==> config.mk <==
export PLATFORM = sky130hd
export DESIGN_NAME = combined_lcg_rng_shuffled
export DESIGN_NICKNAME = d
export VERILOG_FILES = /design/src/hw/rtl/clcg_pkg.sv /design/src/hw/rtl/clcg_modmul.sv /design/src/hw/rtl/clcg_datapath.sv /design/src/hw/rtl/clcg_ctrl.sv /design/src/hw/rtl/combined_lcg_rng_shuffled.sv
export SDC_FILE = /design/constraint.sdc
export NUM_CORES = 2
export LEC_CHECK = 0
export BUFFER_PORTS_ARGS = -buffer_cell sky130_fd_sc_hd__buf_2
export CAP_MARGIN = 20
export CORE_ASPECT_RATIO = 2
export CORE_MARGIN = 2
export CORE_UTILIZATION = 45
export CTS_CLUSTER_SIZE = 8
export DETAILED_ROUTE_END_ITERATION = 6
export MAX_ROUTING_LAYER = met4
export PLACE_DENSITY = 0.61
export SETUP_SLACK_MARGIN = 0.2
export SYNTH_ARGS = -nofsm -noshare
export SYNTH_HDL_FRONTEND = slang
export SYNTH_HIERARCHICAL = 1
export SYNTH_SLANG_ARGS = --single-unit
==> constraint.sdc <==
create_clock -name i_clk -period 13.9 [get_ports i_clk]
set_input_delay 2.78 -clock i_clk [delete_from_list [all_inputs] [get_ports i_clk]]
set_output_delay 2.78 -clock i_clk [all_outputs]
set_load 0.05 [all_outputs]
==> src/hw/rtl/clcg_pkg.sv <==
package clcg_pkg;

    // Generator moduli sit just below 2^31: M = 2^31 - FOLD.
    localparam logic [30:0] MOD1         = 31'd2147483563;
    localparam logic [30:0] MOD2         = 31'd2147483399;
    localparam logic [7:0]  FOLD1        = 8'd85;
    localparam logic [7:0]  FOLD2        = 8'd249;
    localparam logic [15:0] MUL1         = 16'd40014;
    localparam logic [15:0] MUL2         = 16'd40692;
    localparam logic [31:0] SPAN1        = 32'd2147483562;
    localparam logic [30:0] SECOND_RESET = 31'd123456789;
    localparam logic [30:0] RAND_MAX_VAL = 31'd2147483562;

    // Request function codes
    localparam logic FUNC_RESEED = 1'b0;
    localparam logic FUNC_DRAW   = 1'b1;

    typedef enum logic [3:0] {
        ST_IDLE,
        ST_SEED_KICK,
        ST_SEED_WAIT,
        ST_SEED_NEXT,
        ST_DRAW_GEN1,
        ST_DRAW_GEN2,
        ST_DRAW_INDEX,
        ST_DRAW_READ,
        ST_DRAW_DONE
    } t_state;

    typedef struct packed {
        logic load_seed;
        logic mm_go;
        logic mm_second;
        logic cnt_dec;
        logic seed_wr;
        logic load_last;
        logic draw_fin;
    } t_cmd;

    typedef struct packed {
        logic mm_done;
        logic cnt_zero;
    } t_status;

endpackage

==> src/hw/rtl/clcg_modmul.sv <==
module clcg_modmul (
    input  logic        i_clk,
    input  logic        i_rst_n,
    input  logic        i_go,
    input  logic        i_second,
    input  logic [30:0] i_operand,
    output logic        o_done,
    output logic        o_second,
    output logic [30:0] o_result
);
    import clcg_pkg::*;

    logic [46:0] r_prod;
    logic        r_v1;
    logic        r_sec1;
    logic [31:0] r_sum;
    logic        r_v2;
    logic        r_sec2;

    logic [15:0] mul_c;
    logic [7:0]  fold1_c;
    logic [7:0]  fold2_c;
    logic [30:0] mod2_c;
    logic [23:0] hi_fold;
    logic [31:0] n_sum;
    logic [31:0] folded;

    // Stage 1: product of state and multiplier
    assign mul_c = i_second ? MUL2 : MUL1;

    always_ff @(posedge i_clk) begin
        r_prod <= 47'(i_operand) * 47'(mul_c);
        r_sec1 <= i_second;
        r_sec2 <= r_sec1;
        r_sum  <= n_sum;
    end

    always_ff @(posedge i_clk) begin
        if (!i_rst_n) begin
            r_v1 <= 1'b0;
            r_v2 <= 1'b0;
        end else begin
            r_v1 <= i_go;
            r_v2 <= r_v1;
        end
    end

    // Stage 2: fold the bits above 2^31 back in (2^31 == FOLD mod M)
    assign fold1_c = r_sec1 ? FOLD2 : FOLD1;
    assign hi_fold = 24'(r_prod[46:31]) * 24'(fold1_c);
    assign n_sum   = 32'(r_prod[30:0]) + 32'(hi_fold);

    // Stage 3: second fold, then one conditional subtract
    assign fold2_c = r_sec2 ? FOLD2 : FOLD1;
    assign mod2_c  = r_sec2 ? MOD2 : MOD1;
    assign folded  = 32'(r_sum[30:0]) + (r_sum[31] ? 32'(fold2_c) : 32'd0);

    always_comb begin
        if (folded >= 32'(mod2_c)) begin
            o_result = 31'(folded - 32'(mod2_c));
        end else begin
            o_result = folded[30:0];
        end
    end

    assign o_done   = r_v2;
    assign o_second = r_sec2;

endmodule

==> src/hw/rtl/clcg_datapath.sv <==
module clcg_datapath #(
    parameter int TABLE_DEPTH = 32
) (
    input  logic              i_clk,
    input  logic              i_rst_n,
    input  logic [30:0]       i_seed_value,
    input  clcg_pkg::t_cmd    i_cmd,
    output clcg_pkg::t_status o_status,
    output logic              o_valid,
    output logic [30:0]       o_random_value
);
    import clcg_pkg::*;

    localparam int TW  = $clog2(TABLE_DEPTH);
    localparam int QW  = TW + 1;
    localparam int QPW = 31 + QW;
    localparam int THW = 32 + QW;
    localparam int CW  = $clog2(TABLE_DEPTH + 8);
    localparam logic [31:0]   BUCKET    = 32'(1 + SPAN1 / TABLE_DEPTH);
    localparam logic [QW-1:0] DEPTH_Q   = QW'(TABLE_DEPTH);
    localparam logic [CW-1:0] DEPTH_C   = CW'(TABLE_DEPTH);
    localparam logic [CW-1:0] CNT_START = CW'(TABLE_DEPTH + 7);
    localparam logic [TW-1:0] IDX_LAST  = TW'(TABLE_DEPTH - 1);

    logic [30:0] r_first,  n_first;
    logic [30:0] r_second, n_second;
    logic [30:0] r_last,   n_last;
    logic [CW-1:0] r_cnt,  n_cnt;
    logic        r_out_vld;

    logic [30:0] r_tab [TABLE_DEPTH];
    logic [TABLE_DEPTH-1:0] r_tab_vld;
    logic [30:0] r_rd_data;
    logic        r_rd_vld;

    logic [QW-1:0]  r_qest;
    logic [30:0]    r_x1;
    logic [THW-1:0] r_thr;
    logic [QW-1:0]  r_q2;
    logic [30:0]    r_x2;
    logic [TW-1:0]  r_idx, n_idx;

    logic        mm_done;
    logic        mm_second;
    logic [30:0] mm_res;
    logic [30:0] mm_operand;
    logic [30:0] seed_fix;
    logic [QPW-1:0] qprod;
    logic [QW:0]    q_inc;
    logic [QW:0]    q_fix;
    logic           wr_en;
    logic [TW-1:0]  wr_addr;
    logic [30:0]    tab_val;
    logic [31:0]    diff;
    logic [31:0]    wrapped;

    assign mm_operand = i_cmd.mm_second ? r_second : r_first;

    clcg_modmul u_modmul (
        .i_clk     (i_clk),
        .i_rst_n   (i_rst_n),
        .i_go      (i_cmd.mm_go),
        .i_second  (i_cmd.mm_second),
        .i_operand (mm_operand),
        .o_done    (mm_done),
        .o_second  (mm_second),
        .o_result  (mm_res)
    );

    assign seed_fix = (i_seed_value == 31'd0) ? 31'd1 : i_seed_value;

    // Bucket index: estimate x*D/2^31, which is the quotient or one short of it
    assign qprod = QPW'(r_last) * QPW'(DEPTH_Q);
    assign q_inc = {1'b0, r_qest} + (QW+1)'(1);
    assign q_fix = {1'b0, r_q2} + ((THW'(r_x2) >= r_thr) ? (QW+1)'(1) : (QW+1)'(0));

    always_comb begin
        if (q_fix >= {1'b0, DEPTH_Q}) begin
            n_idx = IDX_LAST;
        end else begin
            n_idx = q_fix[TW-1:0];
        end
    end

    always_ff @(posedge i_clk) begin
        r_qest <= qprod[QPW-1:31];
        r_x1   <= r_last;
        r_thr  <= THW'(q_inc) * THW'(BUCKET);
        r_q2   <= r_qest;
        r_x2   <= r_x1;
        r_idx  <= n_idx;
    end

    // Draw result: entry minus second generator, wrapped into 1..SPAN1
    assign tab_val = r_rd_vld ? r_rd_data : 31'd0;
    assign diff    = {1'b0, tab_val} - {1'b0, r_second};
    assign wrapped = (diff[31] || diff == 32'd0) ? diff + SPAN1 : diff;

    always_comb begin
        n_first  = r_first;
        n_second = r_second;
        n_last   = r_last;
        n_cnt    = r_cnt;
        if (i_cmd.load_seed) begin
            n_first  = seed_fix;
            n_second = seed_fix;
            n_cnt    = CNT_START;
        end else if (mm_done) begin
            if (mm_second) begin
                n_second = mm_res;
            end else begin
                n_first = mm_res;
            end
        end
        if (i_cmd.cnt_dec) begin
            n_cnt = r_cnt - CW'(1);
        end
        if (i_cmd.load_last) begin
            n_last = r_first;
        end else if (i_cmd.draw_fin) begin
            n_last = wrapped[30:0];
        end
    end

    always_ff @(posedge i_clk) begin
        if (!i_rst_n) begin
            r_first   <= 31'd0;
            r_second  <= SECOND_RESET;
            r_last    <= 31'd0;
            r_cnt     <= '0;
            r_out_vld <= 1'b0;
            r_tab_vld <= '0;
        end else begin
            r_first   <= n_first;
            r_second  <= n_second;
            r_last    <= n_last;
            r_cnt     <= n_cnt;
            r_out_vld <= i_cmd.draw_fin;
            if (wr_en) begin
                r_tab_vld[wr_addr] <= 1'b1;
            end
        end
    end

    // Shuffle table: one write port, one registered read port
    assign wr_en   = (i_cmd.seed_wr && (r_cnt < DEPTH_C)) || i_cmd.draw_fin;
    assign wr_addr = i_cmd.draw_fin ? r_idx : r_cnt[TW-1:0];

    always_ff @(posedge i_clk) begin
        if (wr_en) begin
            r_tab[wr_addr] <= r_first;
        end
        r_rd_data <= r_tab[r_idx];
        r_rd_vld  <= r_tab_vld[r_idx];
    end

    assign o_status.mm_done  = mm_done;
    assign o_status.cnt_zero = (r_cnt == '0);
    assign o_valid           = r_out_vld;
    assign o_random_value    = r_last;

endmodule

==> src/hw/rtl/clcg_ctrl.sv <==
module clcg_ctrl (
    input  logic              i_clk,
    input  logic              i_rst_n,
    input  logic              i_start,
    input  logic              i_func,
    input  clcg_pkg::t_status i_status,
    output clcg_pkg::t_cmd    o_cmd,
    output logic              o_busy
);
    import clcg_pkg::*;

    t_state r_state, n_state;

    always_ff @(posedge i_clk) begin
        if (!i_rst_n) begin
            r_state <= ST_IDLE;
        end else begin
            r_state <= n_state;
        end
    end

    always_comb begin
        n_state = r_state;
        o_cmd   = '0;
        case (r_state)
            ST_IDLE: begin
                if (i_start) begin
                    if (i_func == FUNC_RESEED) begin
                        o_cmd.load_seed = 1'b1;
                        n_state = ST_SEED_KICK;
                    end else begin
                        n_state = ST_DRAW_GEN1;
                    end
                end
            end
            ST_SEED_KICK: begin
                o_cmd.mm_go = 1'b1;
                n_state = ST_SEED_WAIT;
            end
            ST_SEED_WAIT: begin
                if (i_status.mm_done) begin
                    n_state = ST_SEED_NEXT;
                end
            end
            ST_SEED_NEXT: begin
                o_cmd.seed_wr = 1'b1;
                if (i_status.cnt_zero) begin
                    o_cmd.load_last = 1'b1;
                    n_state = ST_DRAW_GEN1;
                end else begin
                    o_cmd.mm_go   = 1'b1;
                    o_cmd.cnt_dec = 1'b1;
                    n_state = ST_SEED_WAIT;
                end
            end
            ST_DRAW_GEN1: begin
                o_cmd.mm_go = 1'b1;
                n_state = ST_DRAW_GEN2;
            end
            ST_DRAW_GEN2: begin
                o_cmd.mm_go     = 1'b1;
                o_cmd.mm_second = 1'b1;
                n_state = ST_DRAW_INDEX;
            end
            ST_DRAW_INDEX: begin
                n_state = ST_DRAW_READ;
            end
            ST_DRAW_READ: begin
                n_state = ST_DRAW_DONE;
            end
            ST_DRAW_DONE: begin
                o_cmd.draw_fin = 1'b1;
                n_state = ST_IDLE;
            end
            default: begin
                n_state = ST_IDLE;
            end
        endcase
    end

    assign o_busy = (r_state != ST_IDLE);

endmodule

==> src/hw/rtl/combined_lcg_rng_shuffled.sv <==
// Combined two-generator congruential RNG with a shuffle table.
//
// Request channel: a request is taken at a rising edge with start high and
// busy low. i_func selects reseed-then-draw or draw only; i_seed_value is
// sampled only at that edge (zero acts as one).
// Result channel: o_valid is high for exactly one cycle with o_random_value
// (1..2147483562). The receiver cannot stall; it must take the value then.
//
// Sequencing: a draw steps both generators, forms the table index, reads the
// table entry and then strobes o_valid; a reseed adds a warm-up ahead of
// it, set by the first generator stepping through the three-stage modular
// multiply pipeline, each step waiting on the previous one. busy drops in
// the strobe cycle, so the next request can be taken there; a request is
// taken only while busy is low, so requests are handled one at a time.
//
// Reset (synchronous, active low): generators go to 0 and 123456789, last
// output to 0, and every table entry reads as zero until it is written.
module combined_lcg_rng_shuffled #(
    parameter int TABLE_DEPTH = 32
) (
    input  logic        i_clk,
    input  logic        i_rst_n,
    input  logic        start,
    input  logic        i_func,
    input  logic [30:0] i_seed_value,
    output logic        busy,
    output logic        o_valid,
    output logic [30:0] o_random_value
);
    import clcg_pkg::*;

    t_cmd    cmd;
    t_status status;

    // Sequence reseed warm-up and draw steps
    clcg_ctrl u_ctrl (
        .i_clk    (i_clk),
        .i_rst_n  (i_rst_n),
        .i_start  (start),
        .i_func   (i_func),
        .i_status (status),
        .o_cmd    (cmd),
        .o_busy   (busy)
    );

    // Hold generator state, the shuffle table and the index pipeline
    clcg_datapath #(
        .TABLE_DEPTH (TABLE_DEPTH)
    ) u_datapath (
        .i_clk          (i_clk),
        .i_rst_n        (i_rst_n),
        .i_seed_value   (i_seed_value),
        .i_cmd          (cmd),
        .o_status       (status),
        .o_valid        (o_valid),
        .o_random_value (o_random_value)
    );

    // A result never shows while a request is still in flight
    a_valid_idle: assert property (@(posedge i_clk) disable iff (!i_rst_n)
        o_valid |-> !busy)
        else $error("result strobe while busy");

    // Wrapped result stays inside 1..SPAN1
    a_value_range: assert property (@(posedge i_clk) disable iff (!i_rst_n)
        o_valid |-> (o_random_value != 31'd0 && o_random_value <= RAND_MAX_VAL))
        else $error("result outside its range");

    // A draw-only request is always followed by its result strobe
    a_draw_latency: assert property (@(posedge i_clk) disable iff (!i_rst_n)
        (start && !busy && i_func == FUNC_DRAW) |-> ##6 o_valid)
        else $error("draw result missing");

endmodule

==> results.txt <==
The cell type contributing the most total cell area after synthesis was edfxtp_1. In this run the cell area of the synthesized design comes to 70300 um^2. Buffer cell driving the clock tree root: clkbuf_16.

The run gives 1339 as the number of sinks handled by clock tree synthesis. The number of setup buffers added after CTS is 0. The maximum vdd ir drop is 0.538 mV.

Pin slew with the least headroom to its limit: 1.10 ns. The logs give 0.522 for the sequential cell area fraction in the yosys report and 4 for the maximum buffer depth of the clock tree. Synthesis produced 5011 cells.

The number of endpoints with negative hold slack in the final report is 0, and the worst stage delay on the critical path is 0.78 ns. Across the run, the number of max-cap violations was 0. The chip width works out to 284 um. In this design, the critical path's most frequently occurring cell is fa_1. The initial standard-cell utilization of the core was 0.452; the number of DRC violations after detailed routing was 0. The final-report max-slew violation count was 0; the wire length on met1 was 68700 um. In the final routed layout, each cell accounts on average for 27.3 um. For the worst setup path, the data arrival time is 9.29 ns. Based on the critical path, the design can be clocked at up to 0.116 GHz. The worst setup path is launched from a register. The relative slew slack is 0.270, and the number of antenna violations at the first check in global routing is 1. The run gives 0 ns as the setup total negative slack. Required time of the critical path: 14.57 ns. Critical-path cell with the highest stage delay: buf_4.

Highest layer used for signal routing: met4. The tools report the final weighted congestion in routability-driven placement as 0.975. The most used flip-flop cell after synthesis is edfxtp_1. The tools report the share of the core filled with cells as 0.508. The sequential cell area was 36800 um^2; the final setup skew was 0.0725 ns. Global routing finished with a remaining overflow of 0.

The first-pass iteration count of the detailed router is 5. In the post-synthesis netlist, the biggest area contributors are edfxtp_1 42%, fa_1 11%, mux4_2 10%. The I/O pin count was 68; the detail-routed via count per cell was 5.66. The startpoint of the lowest-slack register-to-register path was u_ctrl/r_state[2].

The maximum level of the CTS H-tree was 4; the final HPWL from detailed placement was 138000 um. Dividing total power by cell area gives a power density of 243 nW/um^2. Nature of the critical path endpoint: a register. TritonCTS built the clock tree. Yosys mapped the design onto 105 distinct sky130hd cell types. The amount of wire on met2 after detailed routing came out at 111000 um. After clock tree synthesis, the repair step resized 0 gates.

Fill cells in the final layout number 13200. For this block, the routed nets add up to 201000 um of wire. In this run the most critical hold path is launched from u_datapath/r_x1[10]. Area added between synthesis and finish: 12.5%. In this run the core area contains 205 standard-cell rows. In this run the worst path has a maximum fanout of 96. On the critical path the largest part of the delay comes from adder cells.

For this run, the number of Yosys warnings is 6. The multi-input combinational cells in the finished layout cover a total of 30500 um^2. The logs give 5952 for the net count of the finished layout and 0 for the quantity of hold-fixing buffers added after cts. Minimum period implied by the final worst setup slack: 8.62 ns. Setup repair after global routing left no endpoint under its margin. The y dimension of the die is 563 um. The number of nets in the synthesized netlist is 5788.

The average size of a mapped cell is 14.0 um^2, and the count of flip-flops with a built-in enable after synthesis is 992. The area of the die was 160000 um^2. The tools report the via count of the first global-routing pass as 44500. After detailed routing, the met3 layer carries 8870 um of wire.

The tightest min-delay check is of the register to register type. Final period utilization: 0.620. The clock transition at the registers of the reported paths is 0.05 ns, and the global-route total usage across every layer is 0.263. The fraction of layout instances using a drive strength above 1 was 0.157; the via count of the routed design was 41800. Input and output buffers added on the ports amount to 67. The setup path with the least slack is of type register to register. The post-route antenna net violation count was 0. Counting both buffers and inverters, the worst setup path holds a total of 7. The logs give 3027 for the iteration-0 DRC count of the detailed router and 0 for the number of endpoints failing setup at the final stage.

Tracing the worst setup path back leads to its startpoint at u_ctrl/r_state[2]. The area of the core region is 156000 um^2, and the number of synthesized register bits is 1339. The flow ran to the end, and the final reports show no timing, DRC or antenna violations.

The async set-or-reset flop fraction in the synthesized netlist was 0. The first global-routing pass estimated 295000 um of wire. By count the netlist is led by 992 x edfxtp_1, 694 x inv_1, 390 x fa_1.

For this design the static power due to leakage is 30.4 nW. Entering global routing, the biggest net connects 97 pins. The share of the synthesized area in the top cell type came out at 0.424. The run gives 0.82 ns as the clock latency reported for the late side of the worst-skew pair. The most instantiated library cell after synthesis was edfxtp_1.

The number of CTS-inserted buffers is 193.
## per-layer routing
layer | vias to the layer above | global-route usage
met5 | - | -
met3 | 532 | 0.0273
li1 | 18400 | -
met1 | 21500 | 0.272
met2 | 1401 | 0.487
met4 | 0 | 0.143
## metrics by stage
| stage | cell area, um^2 | setup slack [ns] | cells | hold WS (ns) | total power [mW] |
|---|---|---|---|---|---|
| after global placement | 73400 | 5.03 | 7041 | 0.310 | 14.9 |
| after CTS | 78900 | 5.29 | 7378 | 0.319 | 19.4 |
| final | 79100 | 5.28 | 7389 | 0.317 | 19.2 |
| after global routing | 79100 | 4.86 | 7386 | 0.327 | 20.7 |
| after floorplan | 70300 | 6.40 | 5011 | 0.310 | 12.2 |
| after detailed placement | 73400 | 5.36 | 7043 | 0.312 | 15.0 |
## report_power, final
group	switching, mW	total, mW	leakage, nW	internal [mW]
Sequential	0.281	5.06	12.0	4.78
Combinational	5.92	9.91	15.9	3.99
Clock	1.68	4.27	2.59	2.58
## area by class of cell
| class | count | share of cell area |
|---|---|---|
| diodes | 4 | 0.000127 |
| clock buffers | 328 | 0.0676 |
| clock inverters | 7 | 0.00130 |
| inverters | 694 | 0.0330 |
| multi-input cells | 2787 | 0.386 |
| flip-flops and latches | 1339 | 0.465 |
| well taps | 2070 | 0.0328 |
| repair buffers | 160 | 0.0149 |
## cells by family after synthesis
group / synth area share
AOI/OAI and AO/OA: 0.0561
xor gates and xnor gates: 0.0184
and+or+nand+nor: 0.0624
buffers and inverters: 0.0478
adders and majority gates: 0.174
other: 0.0000533
DFF: 0.522
muxes: 0.119
## cell usage in the layout, fill, tap and decap left out, types with 37 or more instances in the layout
cell type	instances
nor2_1	239
o21ai_0	115
buf_4	85
mux4_2	320
clkbuf_16	193
xor2_1	53
a21oi_1	150
clkbuf_1	134
buf_2	67
nor3b_1	38
xnor2_1	95
nor3_1	37
fa_1	390
mux2_2	67
inv_1	693
nand2_1	195
dfxtp_1	342
edfxtp_1	992
ha_1	352
a211oi_1	66
and2_1	65
nand3_1	59
nand2b_1	44
a21o_1	45
## worst reg2reg max path: cells and delay by family (launching register included)
family                     cells  cell delay [ns]
adders and majority gates      7             3.44
DFF                            1             0.56
buffers and inverters          7             1.24
and+or+nand+nor                4             0.86
AOI/OAI and AO/OA              6             1.62
muxes                          2             0.78
## sequential cells by signal, summed over array words and instances, names as in the netlist
name / cells
u_datapath/r_x1: 30
u_datapath/r_rd_vld: 1
u_datapath/r_thr: 30
u_datapath/r_first: 31
u_datapath/r_q2: 1
u_datapath/u_modmul/o_second: 1
u_ctrl/r_state: 4
u_datapath/u_modmul/r_v1: 1
u_datapath/o_random_value: 31
u_datapath/r_tab: 992
u_datapath/u_modmul/r_sec1: 1
u_datapath/r_x2: 30
u_datapath/r_rd_data: 31
u_datapath/u_modmul/o_done: 1
u_datapath/r_tab_vld: 32
u_datapath/r_cnt: 6
u_datapath/r_second: 31
u_datapath/u_modmul/r_sum: 32
u_datapath/u_modmul/r_prod: 46
u_datapath/r_idx: 5
u_datapath/r_qest: 1
u_datapath/o_valid: 1
## path summary, 6_finish.rpt
kind | to | slack [ns] | depth (start not counted)
worst min register to register | u_datapath/r_x2[10] | 0.32 | 0
worst max-delay path | u_datapath/u_modmul/r_prod[44] | 5.28 | 26
worst max register to register | u_datapath/u_modmul/r_prod[44] | 5.28 | 26
worst min-delay path | u_datapath/r_x2[10] | 0.32 | 0
Power figures use the tool's default switching activity.
